===== src/design/rate_and_magnitude_limiter_top_macros.svh =====
// Assertion macros for the rate and magnitude limiter.
// Each macro expects clk_i and rst_ni to be visible where it is used.
`ifndef RATE_AND_MAGNITUDE_LIMITER_TOP_MACROS_SVH
`define RATE_AND_MAGNITUDE_LIMITER_TOP_MACROS_SVH

// A property checked at every clock edge outside reset.
`define RML_ASSERT(label, prop, msg) \
  label: assert property (@(posedge clk_i) disable iff (!rst_ni) (prop)) \
    else $error(msg);

// A condition that must hold in the cycle after a trigger.
`define RML_ASSERT_NEXT(label, pre, post, msg) \
  label: assert property (@(posedge clk_i) disable iff (!rst_ni) (pre) |=> (post)) \
    else $error(msg);

`endif


===== src/design/rml_pkg.sv =====
// Shared types, constants and helpers for the rate and magnitude limiter.
// Used by rml_front, rml_back and rate_and_magnitude_limiter_top.
package rml_pkg;

  localparam int VALUE_WIDTH        = 32;
  localparam int FRACTION_BITS      = 16;
  localparam int STEP_WIDTH         = VALUE_WIDTH - 1;
  localparam int GAIN_WIDTH         = 16;
  localparam int GAIN_FRACTION_BITS = 16;
  localparam int OFFSET_WIDTH       = 8;
  localparam int NOISE_PERCENT      = 100;
  localparam int QUEUE_DEPTH        = 2;
  localparam int CFG_INDEX_WIDTH    = 3;

  localparam int RATE_PROD_W  = 2 * VALUE_WIDTH;
  localparam int NOISE_PROD1_W = VALUE_WIDTH + GAIN_WIDTH + 1;
  localparam int NOISE_PROD2_W = NOISE_PROD1_W + OFFSET_WIDTH;
  localparam int TERM_W        = NOISE_PROD2_W - GAIN_FRACTION_BITS;
  localparam int SAT_IN_W      = (RATE_PROD_W > TERM_W + 1) ? RATE_PROD_W : TERM_W + 1;

  // The divide by one hundred retires DIV_DIGIT quotient bits per cycle.
  localparam int DIV_DIGIT = 4;
  localparam int DIV_W     = ((TERM_W + DIV_DIGIT - 1) / DIV_DIGIT) * DIV_DIGIT;
  localparam int DIV_STEPS = DIV_W / DIV_DIGIT;
  localparam int DIV_CNT_W = $clog2(DIV_STEPS);
  localparam int REM_W     = $clog2(NOISE_PERCENT);

  typedef logic signed [VALUE_WIDTH-1:0]  value_t;
  typedef logic signed [OFFSET_WIDTH-1:0] offset_t;
  typedef logic signed [SAT_IN_W-1:0]     wide_t;

  typedef enum logic [CFG_INDEX_WIDTH-1:0] {
    CFG_LOWER_LIMIT = 3'd0,
    CFG_UPPER_LIMIT = 3'd1,
    CFG_FALL_RATE   = 3'd2,
    CFG_RISE_RATE   = 3'd3,
    CFG_STEP_TIME   = 3'd4,
    CFG_BIAS_OFFSET = 3'd5,
    CFG_NOISE_GAIN  = 3'd6
  } cfg_idx_e;

  typedef struct packed {
    value_t                  lower_limit;
    value_t                  upper_limit;
    value_t                  fall_rate;
    value_t                  rise_rate;
    logic [STEP_WIDTH-1:0]   step_time;
    value_t                  bias_offset;
    logic [GAIN_WIDTH-1:0]   noise_gain;
  } cfg_t;

  localparam value_t VALUE_MAX = {1'b0, {(VALUE_WIDTH-1){1'b1}}};
  localparam value_t VALUE_MIN = {1'b1, {(VALUE_WIDTH-1){1'b0}}};

  localparam cfg_t CFG_RESET = '{
    lower_limit: VALUE_MIN,
    upper_limit: VALUE_MAX,
    fall_rate:   VALUE_MIN,
    rise_rate:   VALUE_MAX,
    step_time:   STEP_WIDTH'(1) << FRACTION_BITS,
    bias_offset: '0,
    noise_gain:  '0
  };

  typedef struct packed {
    value_t  command_value;
    offset_t noise_offset;
    logic    restart;
  } item_t;

  typedef struct packed {
    logic empty;
    logic full;
  } front_status_t;

  typedef struct packed {
    logic busy;
    logic finishing;
  } back_status_t;

  // Saturates a wide signed value to the value range.
  function automatic value_t sat_value(input wide_t v);
    logic [SAT_IN_W-VALUE_WIDTH:0] top;
    top = v[SAT_IN_W-1:VALUE_WIDTH-1];
    if ((&top) || !(|top)) begin
      return v[VALUE_WIDTH-1:0];
    end else if (v[SAT_IN_W-1]) begin
      return VALUE_MIN;
    end else begin
      return VALUE_MAX;
    end
  endfunction

endpackage


===== src/design/rml_front.sv =====
// Input side of the limiter: takes items and holds them in a short queue.
// Depends on rml_pkg for the item and status types.
module rml_front #(
  parameter int unsigned DEPTH = rml_pkg::QUEUE_DEPTH
) (
  input  logic                  clk_i,
  input  logic                  rst_ni,
  input  logic                  in_valid_i,
  output logic                  in_ready_o,
  input  rml_pkg::item_t        item_i,
  output logic                  item_valid_o,
  output rml_pkg::item_t        item_o,
  input  logic                  pop_i,
  output rml_pkg::front_status_t status_o
);

  localparam int PTR_W = (DEPTH > 1) ? $clog2(DEPTH) : 1;
  localparam int CNT_W = $clog2(DEPTH + 1);

  rml_pkg::item_t mem_q [DEPTH];
  logic [PTR_W-1:0] wr_ptr_q, wr_ptr_d;
  logic [PTR_W-1:0] rd_ptr_q, rd_ptr_d;
  logic [CNT_W-1:0] count_q, count_d;
  logic push;
  logic pop;

  assign in_ready_o   = (count_q != CNT_W'(DEPTH));
  assign push         = in_valid_i && in_ready_o;
  assign pop          = pop_i && (count_q != '0);
  assign item_valid_o = (count_q != '0);
  assign item_o       = mem_q[rd_ptr_q];

  assign status_o.empty = (count_q == '0);
  assign status_o.full  = !in_ready_o;

  always_comb begin
    wr_ptr_d = wr_ptr_q;
    rd_ptr_d = rd_ptr_q;
    count_d  = count_q;
    if (push) begin
      wr_ptr_d = (wr_ptr_q == PTR_W'(DEPTH - 1)) ? '0 : wr_ptr_q + 1'b1;
    end
    if (pop) begin
      rd_ptr_d = (rd_ptr_q == PTR_W'(DEPTH - 1)) ? '0 : rd_ptr_q + 1'b1;
    end
    if (push && !pop) begin
      count_d = count_q + 1'b1;
    end else if (pop && !push) begin
      count_d = count_q - 1'b1;
    end
  end

  always_ff @(posedge clk_i or negedge rst_ni) begin
    if (!rst_ni) begin
      wr_ptr_q <= '0;
      rd_ptr_q <= '0;
      count_q  <= '0;
    end else begin
      wr_ptr_q <= wr_ptr_d;
      rd_ptr_q <= rd_ptr_d;
      count_q  <= count_d;
    end
  end

  always_ff @(posedge clk_i) begin
    if (push) begin
      mem_q[wr_ptr_q] <= item_i;
    end
  end

endmodule


===== config.mk =====
export PLATFORM = sky130hd
export DESIGN_NAME = rml_front
export DESIGN_NICKNAME = d
export VERILOG_FILES = /design/src/design/rate_and_magnitude_limiter_top_macros.svh /design/src/design/rml_pkg.sv /design/src/design/rml_front.sv
export SDC_FILE = /design/constraint.sdc
export NUM_CORES = 1
export LEC_CHECK = 0
export ABC_AREA = 1
export BUFFER_PORTS_ARGS = -buffer_cell sky130_fd_sc_hd__buf_2
export CAP_MARGIN = 40
export CORE_MARGIN = 8
export CORE_UTILIZATION = 36
export CTS_BUF_LIST = sky130_fd_sc_hd__clkbuf_16
export DETAILED_ROUTE_END_ITERATION = 16
export PLACE_DENSITY = 0.65
export SETUP_SLACK_MARGIN = 0.3
export SYNTH_ARGS = -nofsm -noshare
export SYNTH_HDL_FRONTEND = slang
export SYNTH_SLANG_ARGS = --single-unit

===== constraint.sdc =====
create_clock -name clk_i -period 3.9 [get_ports clk_i]
set_input_delay 0.78 -clock clk_i [delete_from_list [all_inputs] [get_ports clk_i]]
set_output_delay 0.78 -clock clk_i [all_outputs]
set_load 0.005 [all_outputs]

==> flow_summary.json, run 1 <==
{
  "status": "finished clean",
  "register_area_mm2": 0.00256,
  "timing.fmax_ghz": 0.421,
  "startpoint": "rd_ptr_q",
  "synth-seq-cells": 86,
  "drt_wl_total_um": 6280,
  "row_count": 34,
  "dp_hpwl_um": 4320,
  "dieWidth_um": 111,
  "grt_remaining_overflow": 0,
  "timing.final.crit_share_pct": 60.9,
  "yosys_warnings": 0,
  "finalSetupViolCount": 0,
  "p_leak_nw": 1.80,
  "end_kind": "output port",
  "ctsResizeCount": 0,
  "antenna_left": 0,
  "num_vias": 1999,
  "synthCells": 248,
  "cts_root_buffer": "clkbuf_16",
  "finalPower_mw": 3.04,
  "cp.arrival_ns": 1.60,
  "area_growth_pct": 27.1,
  "tightest_slew_ns": 0.728,
  "hp-class": "primary input to asynchronous set/reset pin",
  "r2r-start": "count_q[0]",
  "syn-num-nets": 294,
  "post-route-min-period_ns": 2.38,
  "yosysUniqueCellTypes": 15,
  "postCtsSetupBuffers": 0,
  "drc_errors": 0,
  "fp.dieH_um": 111,
  "grt_max_degree": 43,
  "floorplan.die_area_mm2": 0.0123,
  "fillers": 805,
  "start_kind": "flip-flop",
  "maxCapViolCount": 0,
  "syn_area_mm2": 0.00324,
  "powerDensity_mw_per_mm2": 740,
  "worst-endpoint-required_ns": 3.12,
  "multi_input_area_um2": 588,
  "grt_pass1_wl_um": 10200,
  "pin_count": 90,
  "mostFrequentLayoutCells": "131 x nand2_1, 89 x buf_2, 82 x edfxtp_1",
  "avgViaCountPerCell": 4.39,
  "seq_area_frac_synth_pct": 79.1,
  "drt_iter0_markers": 60,
  "holdBufCountCts": 0,
  "path_class": "flip-flop to output port",
  "gp_congestion": 0.697,
  "drt_pass1_iterations": 4,
  "drive_above_1_share_pct": 33.7,
  "clk_pin_slew_ns": 0.06,
  "grtUsageTotal_pct": 10.4,
  "avgSynthCellArea_um2": 13.1,
  "n_antenna_cell": 0,
  "wire_per_inst_um": 13.8,
  "antenna_found_initial": 0,
  "nNetsFinal": 388,
  "finalClockSkew_ns": 0.00738,
  "rsz0062_at_grt": "false",
  "htree_levels": 3,
  "crit_fanout": 42,
  "cts_buffers": 9,
  "clkLatencyLatePin_ns": 0.32,
  "hold_viol_final": 0,
  "clock_path_buffers": 2,
  "slew_viol_final": 0,
  "initial_utilization_pct": 37.1,
  "setup-tns-final_ns": 0,
  "cts.sinks": 86,
  "layout_commonest_cell": "nand2_1",
  "peakVddDrop_mv": 0.290,
  "core_mm2": 0.00872,
  "slew_headroom_pct": 51.4,
  "cts_tree": "built",
  "io_buffer_count": 89,
  "grt_pass1_vias": 2076
}
[critical path, cell delays in order (launching register included)]
cell     delay (ns)
dfrtp_2        0.40
inv_2          0.54
nand2_1        0.11
nand2_1        0.11
buf_2          0.11
[where the power goes]
group	internal [mW]	switching (mW)	leakage, nW
clock network	0.485	0.309	0.143
logic	0.353	0.576	0.848
registers	1.26	0.0603	0.810
total	2.10	0.945	1.80
[routing by layer]
metal	GRT usage [%]	wire length [um]	up-vias
met2	17.3	3160	58
met5	0	0	-
li1	-	-	1012
met4	5.14	93	0
met1	11.2	2600	922
met3	4.11	420	7
[through the flow]
step	hold WS [ns]	cell area, um^2	setup WS (ns)	util, %	std cells
floorplan	0.441	3240	0.892	-	248
global placement	0.471	3780	1.62	43.3	437
detailed placement	0.493	3830	1.81	43.9	439
CTS	0.230	4120	1.44	47.2	455
global route	0.234	4120	1.37	47.2	455
finish	0.247	4120	1.52	47.2	455
[state kept, by name (all words and copies together) (netlist names)]
name and count:
rd_ptr_q 1, wr_ptr_q 1, mem_q 82, count_q 2
[synth_stat cells]
master	count	area share (%)
nand2_2	3	0.58
ha_1	1	0.39
xnor2_1	1	0.27
nor2_2	1	0.19
nand2_1	131	15
buf_4	5	1.2
dfrtp_1	4	3.1
nor2_1	1	0.12
buf_2	4	0.62
edfxtp_1	82	76
nand4_1	1	0.19
inv_1	6	0.70
nand3_1	2	0.31
inv_2	4	0.46
nor2_4	2	0.70
[final timing paths]
check	end	slack, ns	cells after the start
max reg2reg	mem_q[1][14]	2.12	5
max in group asynchronous	rd_ptr_q	3.53	1
max	item_o[20]	1.52	4
min reg2reg	wr_ptr_q	0.50	2
min	wr_ptr_q	0.25	1
min in group clk_i	wr_ptr_q	0.50	2
[cell type report]
class	count	area share, %
sequential	86	62.3
multi-input combinational	143	14.3
tap	108	3.28
clock buffer	9	5.47
timing repair buffer	92	12.3
clock inverter	7	1.40
inverter	10	0.912
[cells by family (layout without fill, tap and decap cells)]
logic type               after synthesis  in the layout  share of synthesized area, %
buffers and inverters                 19            118                          2.94
XOR/XNOR                               1              1                         0.271
flip-flops                            86             86                          79.1
AND/OR/NAND/NOR                      141            141                          17.3
adder cells (fa/ha/maj)                1              1                         0.386
(Power assumes the default switching activity.)
==> run 2, diff against run 1 <==
--- a/config.mk
+++ b/config.mk
@@ -12,7 +12,7 @@
 export CORE_UTILIZATION = 36
 export CTS_BUF_LIST = sky130_fd_sc_hd__clkbuf_16
 export DETAILED_ROUTE_END_ITERATION = 16
-export PLACE_DENSITY = 0.65
+export PLACE_DENSITY = 0.67
 export SETUP_SLACK_MARGIN = 0.3
 export SYNTH_ARGS = -nofsm -noshare
 export SYNTH_HDL_FRONTEND = slang
==> constraint.sdc (replaced) <==
create_clock -name clk_i -period 2 [get_ports clk_i]
set_input_delay 0.4 -clock clk_i [delete_from_list [all_inputs] [get_ports clk_i]]
set_output_delay 0.4 -clock clk_i [all_outputs]
set_load 0.005 [all_outputs]
==> run 2 against run 1 <==
  * Total power rose by 140%
  * Clock skew rose by 0.0015 ns
  * Flip-flop and latch count did not move
==> flow_summary.json, run 2 (same netlist as run 1, synthesis figures left out) <==
{
  "drt_iter0_markers": 84,
  "multi_input_area_um2": 758,
  "grt.met1_usage_pct": 13.4,
  "clock_path_buffers": 2,
  "drc_errors": 0,
  "setup-tns-final_ns": 0,
  "hp-class": "primary input to flip-flop",
  "crit_family": "buffers and inverters",
  "seqPwrFrac_pct": 36.8,
  "n_antenna_cell": 0,
  "drt_wl_total_um": 7800,
  "post-route-min-period_ns": 1.71,
  "antenna_left": 0,
  "largest-register": "mem_q",
  "register_area_mm2": 0.00256,
  "r2r-start": "count_q[0]",
  "reg_top3": "mem_q: 82 flops, count_q: 2 flops",
  "r2r-end": "mem_q[1][3]",
  "worstHoldPathCells": 1,
  "layout_commonest_cell": "nand2_1",
  "rsz0062_at_grt": "true",
  "avgViaCountPerCell": 4.55,
  "slew_headroom_pct": 78.4,
  "pin_count": 90,
  "finalClockSkew_ns": 0.00887,
  "htree_levels": 3,
  "dieWidth_um": 111,
  "grt_remaining_overflow": 0,
  "slowest_stage": "dfrtp_2",
  "clkPwrFrac_pct": 24.1,
  "slowest_delay_ns": 0.44,
  "mostFrequentLayoutCells": "91 x nand2_1, 82 x buf_2, 82 x edfxtp_1",
  "p_leak_nw": 2.03,
  "end_kind": "output port",
  "nNetsFinal": 402,
  "dp_hpwl_um": 4380,
  "grtUsageTotal_pct": 11.5,
  "p_sw_mw": 2.30,
  "met3_usage_pct": 4.06,
  "fillers": 760,
  "cts.sinks": 86,
  "area_growth_pct": 42.9,
  "grtUsageMet2_pct": 19.2,
  "grt_max_degree": 42,
  "clk_pin_slew_ns": 0.06,
  "status": "finished clean",
  "core_mm2": 0.00872,
  "num_vias": 2133,
  "antenna_found_initial": 0,
  "path_class": "flip-flop to output port",
  "drive_above_1_share_pct": 47.6,
  "fp.dieH_um": 111,
  "swShare_pct": 32.1,
  "min_to": "mem_q[1][25]",
  "maxCapViolCount": 0,
  "hp-start": "item_i[25]",
  "path_buf_inv": 3,
  "floorplan.die_area_mm2": 0.0123,
  "powerDensity_mw_per_mm2": 1550,
  "io_buffer_count": 89,
  "slew_viol_final": 0,
  "hold_viol_final": 0,
  "grt_pass1_vias": 2211,
  "whs_ns": 0.259,
  "initial_utilization_pct": 37.1,
  "utilization_pct": 53.0,
  "p_int_mw": 4.86,
  "gp_congestion": 0.721,
  "combPwrFrac_pct": 39.1,
  "cts_root_buffer": "clkbuf_16",
  "wire_per_inst_um": 16.6,
  "busiest_layer": "met2",
  "row_count": 34,
  "largest_reg_flops": 82,
  "timing.final.crit_share_pct": 85.7,
  "worst-endpoint-required_ns": 1.60,
  "crit_chain": "buf_6 -> clkbuf_16 -> nand2_2 -> nand2_1 -> buf_2",
  "cts_tree": "built",
  "cts_buffers": 9,
  "grt_pass1_wl_um": 11400,
  "finalSetupViolCount": 0,
  "clkLatencyLatePin_ns": 0.33,
  "drt_pass1_iterations": 4,
  "crit_fanout": 5,
  "peakVddDrop_mv": 0.570,
  "start_kind": "flip-flop",
  "tightest_slew_ns": 0.323,
  "reg2regPathDepth": 5,
  "r2r_slack_ns": 0.57,
  "cp.arrival_ns": 1.31,
  "timing.fmax_ghz": 0.583
}
-- run 2: changes by cell type in the layout (fill, tap and decap cells not counted), moves of 4 or more --
cell       change
nand2_1       -40
nand2_4       +14
buf_12         +4
clkbuf_16      +5
nand2_2       +26
buf_2          -7
buf_6         +10
-- run 2: how the worst max path moves through the flow --
stage,start,endpoint,slack [ns],depth (start not counted)
4_1_cts,rd_ptr_q,item_o[30],0.26,5
5_1_grt,rd_ptr_q,item_o[38],0.23,5
2_1_floorplan,count_q[0],mem_q[0][0],0.31,4
3_3_place_gp,rd_ptr_q,item_o[40],0.47,5
6_report,rd_ptr_q,item_o[3],0.29,5
3_5_place_dp,rd_ptr_q,item_o[30],0.44,5
-- run 2: stage by stage --
stage	total power, mW	instances	setup slack, ns	instance area, um^2
floorplan	3.67	248	0.309	3250
global route	7.61	469	0.233	4630
global placement	4.48	441	0.471	3830
detailed placement	4.53	441	0.441	3830
CTS	6.58	463	0.258	4270
finish	7.16	469	0.286	4630
-- run 2: layout make-up --
cell class	count	area share, %
tap	108	2.92
sequential	86	55.4
clock buffer	9	4.87
multi-input combinational	143	16.4
inverter	10	1.00
timing repair buffer	106	17.5
clock inverter	7	1.92
-- run 2: power by group through the flow --
stage / clock network (mW) / registers (mW) / logic (mW)
after floorplan: 0 / 2.59 / 1.08
after global placement: 0 / 2.61 / 1.87
after detailed placement: 0 / 2.62 / 1.91
after CTS: 1.77 / 2.60 / 2.22
after global routing: 1.83 / 2.68 / 3.10
final: 1.73 / 2.63 / 2.80
-- run 2: routing by layer --
layer / vias to the layer above / share of wire (%)
li1: 1045 / -
met1: 1015 / 42
met2: 67 / 51
met3: 6 / 6.3
met4: 0 / 0.76
met5: - / 0
-- run 2: timing repair --
item,4_1_cts,5_1_grt
resized for setup,8,64
hold buffers,1,0
pin swaps,0,14
gates cloned,2,6
buffers inserted,3,0
endpoints found under the hold margin,4,0
endpoints found under the setup margin,41,41
==> run 3, diff against run 2 <==
--- a/config.mk
+++ b/config.mk
@@ -12,7 +12,7 @@
 export CORE_UTILIZATION = 36
 export CTS_BUF_LIST = sky130_fd_sc_hd__clkbuf_16
 export DETAILED_ROUTE_END_ITERATION = 16
-export PLACE_DENSITY = 0.67
+export RECOVER_POWER = 25
 export SETUP_SLACK_MARGIN = 0.3
 export SYNTH_ARGS = -nofsm -noshare
 export SYNTH_HDL_FRONTEND = slang
==> run 3 against run 2 <==
  * Core utilization fell by 4.5 points
  * Clock skew shrank 0.0064 ns
  * Maximum frequency is 2.5% higher
  * Setup slack improved by 0.042 ns
  * Hold slack worse by 0.00074 ns
  * Highest routed layer unchanged
==> flow_summary.json, run 3 (same netlist as run 1, synthesis figures left out) <==
{
  "status": "finished clean",
  "clkPwrFrac_pct": 27.2,
  "clock_path_buffers": 2,
  "cts_buffers": 9,
  "htree_levels": 3,
  "p_sw_mw": 1.95,
  "largest-register": "mem_q",
  "finalSetupViolCount": 0,
  "drive_above_1_share_pct": 31.9,
  "largest_reg_flops": 82,
  "crit_chain": "inv_6 -> clkbuf_16 -> nand2_1 -> nand2_1 -> buf_2",
  "pin_count": 90,
  "n_antenna_cell": 0,
  "setup-tns-final_ns": 0,
  "io_buffer_count": 89,
  "layout_commonest_cell": "nand2_1",
  "crit_fanout": 10,
  "antenna_found_initial": 0,
  "cts_root_buffer": "clkbuf_16",
  "seqPwrFrac_pct": 41.1,
  "area_growth_pct": 30.6,
  "mostFrequentLayoutCells": "131 x nand2_1, 82 x edfxtp_1, 77 x buf_2",
  "grt_pass1_wl_um": 10600,
  "grtUsageTotal_pct": 10.8,
  "path_class": "flip-flop to output port",
  "start_kind": "flip-flop",
  "dieWidth_um": 111,
  "slew_viol_final": 0,
  "antenna_left": 0,
  "cts.sinks": 86,
  "rsz0062_at_grt": "true",
  "r2r_slack_ns": 0.61,
  "drc_errors": 0,
  "cts_tree": "built",
  "slowest_stage": "dfrtp_2",
  "maxCapViolCount": 0,
  "p_int_mw": 4.38,
  "clk_pin_slew_ns": 0.06,
  "fp.dieH_um": 111,
  "slowest_delay_ns": 0.45,
  "gp_congestion": 0.719,
  "p_leak_nw": 1.82,
  "combPwrFrac_pct": 31.8,
  "timing.fmax_ghz": 0.598,
  "whs_ns": 0.259,
  "reg_top3": "mem_q: 82 flops, count_q: 2 flops",
  "swShare_pct": 30.8,
  "nNetsFinal": 395,
  "row_count": 34,
  "powerDensity_mw_per_mm2": 1500,
  "drt_pass1_iterations": 4,
  "wire_per_inst_um": 14.6,
  "grt_remaining_overflow": 0,
  "slew_headroom_pct": 82.9,
  "end_kind": "output port",
  "avgViaCountPerCell": 4.44,
  "num_vias": 2051,
  "post-route-min-period_ns": 1.67,
  "crit_family": "flip-flops",
  "initial_utilization_pct": 37.1,
  "timing.final.crit_share_pct": 83.6,
  "dp_hpwl_um": 4440,
  "grt_max_degree": 42,
  "drt_wl_total_um": 6770,
  "hp-class": "primary input to flip-flop",
  "peakVddDrop_mv": 0.493,
  "finalClockSkew_ns": 0.00244,
  "core_mm2": 0.00872,
  "drt_iter0_markers": 64,
  "grt_pass1_vias": 2153,
  "clkLatencyLatePin_ns": 0.32,
  "cp.arrival_ns": 1.27,
  "finalPower_mw": 6.33,
  "hold_viol_final": 0,
  "path_buf_inv": 3,
  "worst-endpoint-required_ns": 1.60,
  "floorplan.die_area_mm2": 0.0123,
  "tightest_slew_ns": 0.257,
  "cpMostUsedCell": "nand2_1"
}
run 3: path summary, 6_finish.rpt:
check                      cells past startpoint            to       start
min reg2reg                                    2      wr_ptr_q    wr_ptr_q
max                                            5    item_o[32]    rd_ptr_q
max in group asynchronous                      2      rd_ptr_q      rst_ni
min in group asynchronous                      2    count_q[1]      rst_ni
max reg2reg                                    5  mem_q[0][39]  count_q[0]
min                                            1  mem_q[0][35]  item_i[35]
run 3: through the flow:
step / std cells / utilization (%) / setup slack [ns] / cell area, um^2
after global placement: 442 / 44.2 / 0.540 / 3860
after floorplan: 248 / - / 0.309 / 3250
final: 462 / 48.5 / 0.327 / 4230
after global routing: 462 / 48.5 / 0.248 / 4230
after CTS: 461 / 48.2 / 0.292 / 4210
after detailed placement: 442 / 44.2 / 0.510 / 3860
run 3: power groups by stage:
stage	sequential [mW]	clock, mW	combinational [mW]
5_1_grt	2.63	1.83	2.28
3_3_place_gp	2.61	0	1.91
3_5_place_dp	2.62	0	1.94
4_1_cts	2.60	1.76	2.00
6_report	2.60	1.72	2.01
2_1_floorplan	2.59	0	1.08
run 3: final cells by class:
type	count	area (um^2)
clock buffer	9	225
clock inverter	7	88.8
fill	813	4490
inverter	10	46.3
multi-input combinational	143	588
sequential	86	2560
tap	108	135
timing repair buffer	99	582
run 3: worst reg2reg max path, stage by stage, from the launching register on:
cell,delay (ns)
dfrtp_1,0.48
nor2_4,0.09
nor2_4,0.10
nand2_2,0.08
clkinvlp_4,0.08
buf_12,0.24
run 3: routing by layer:
metal	vias to the layer above	routed length, um	part of all wire, %	global-route usage (%)
met2	58	3460	51	18.5
met1	959	2800	41	11.4
met4	0	57	0.84	5.95
met5	-	0	0	0
li1	1029	-	-	-
met3	5	451	6.7	3.90
run 3: timing repair:
| item | 4_1_cts | 5_1_grt |
|---|---|---|
| hold endpoints to repair | 4 | 0 |
| hold buffers | 1 | 0 |
| gates resized for setup | 4 | 3 |
| endpoints found under the setup margin | 37 | 34 |
| buffers inserted | 2 | 0 |
| gates cloned | 0 | 1 |
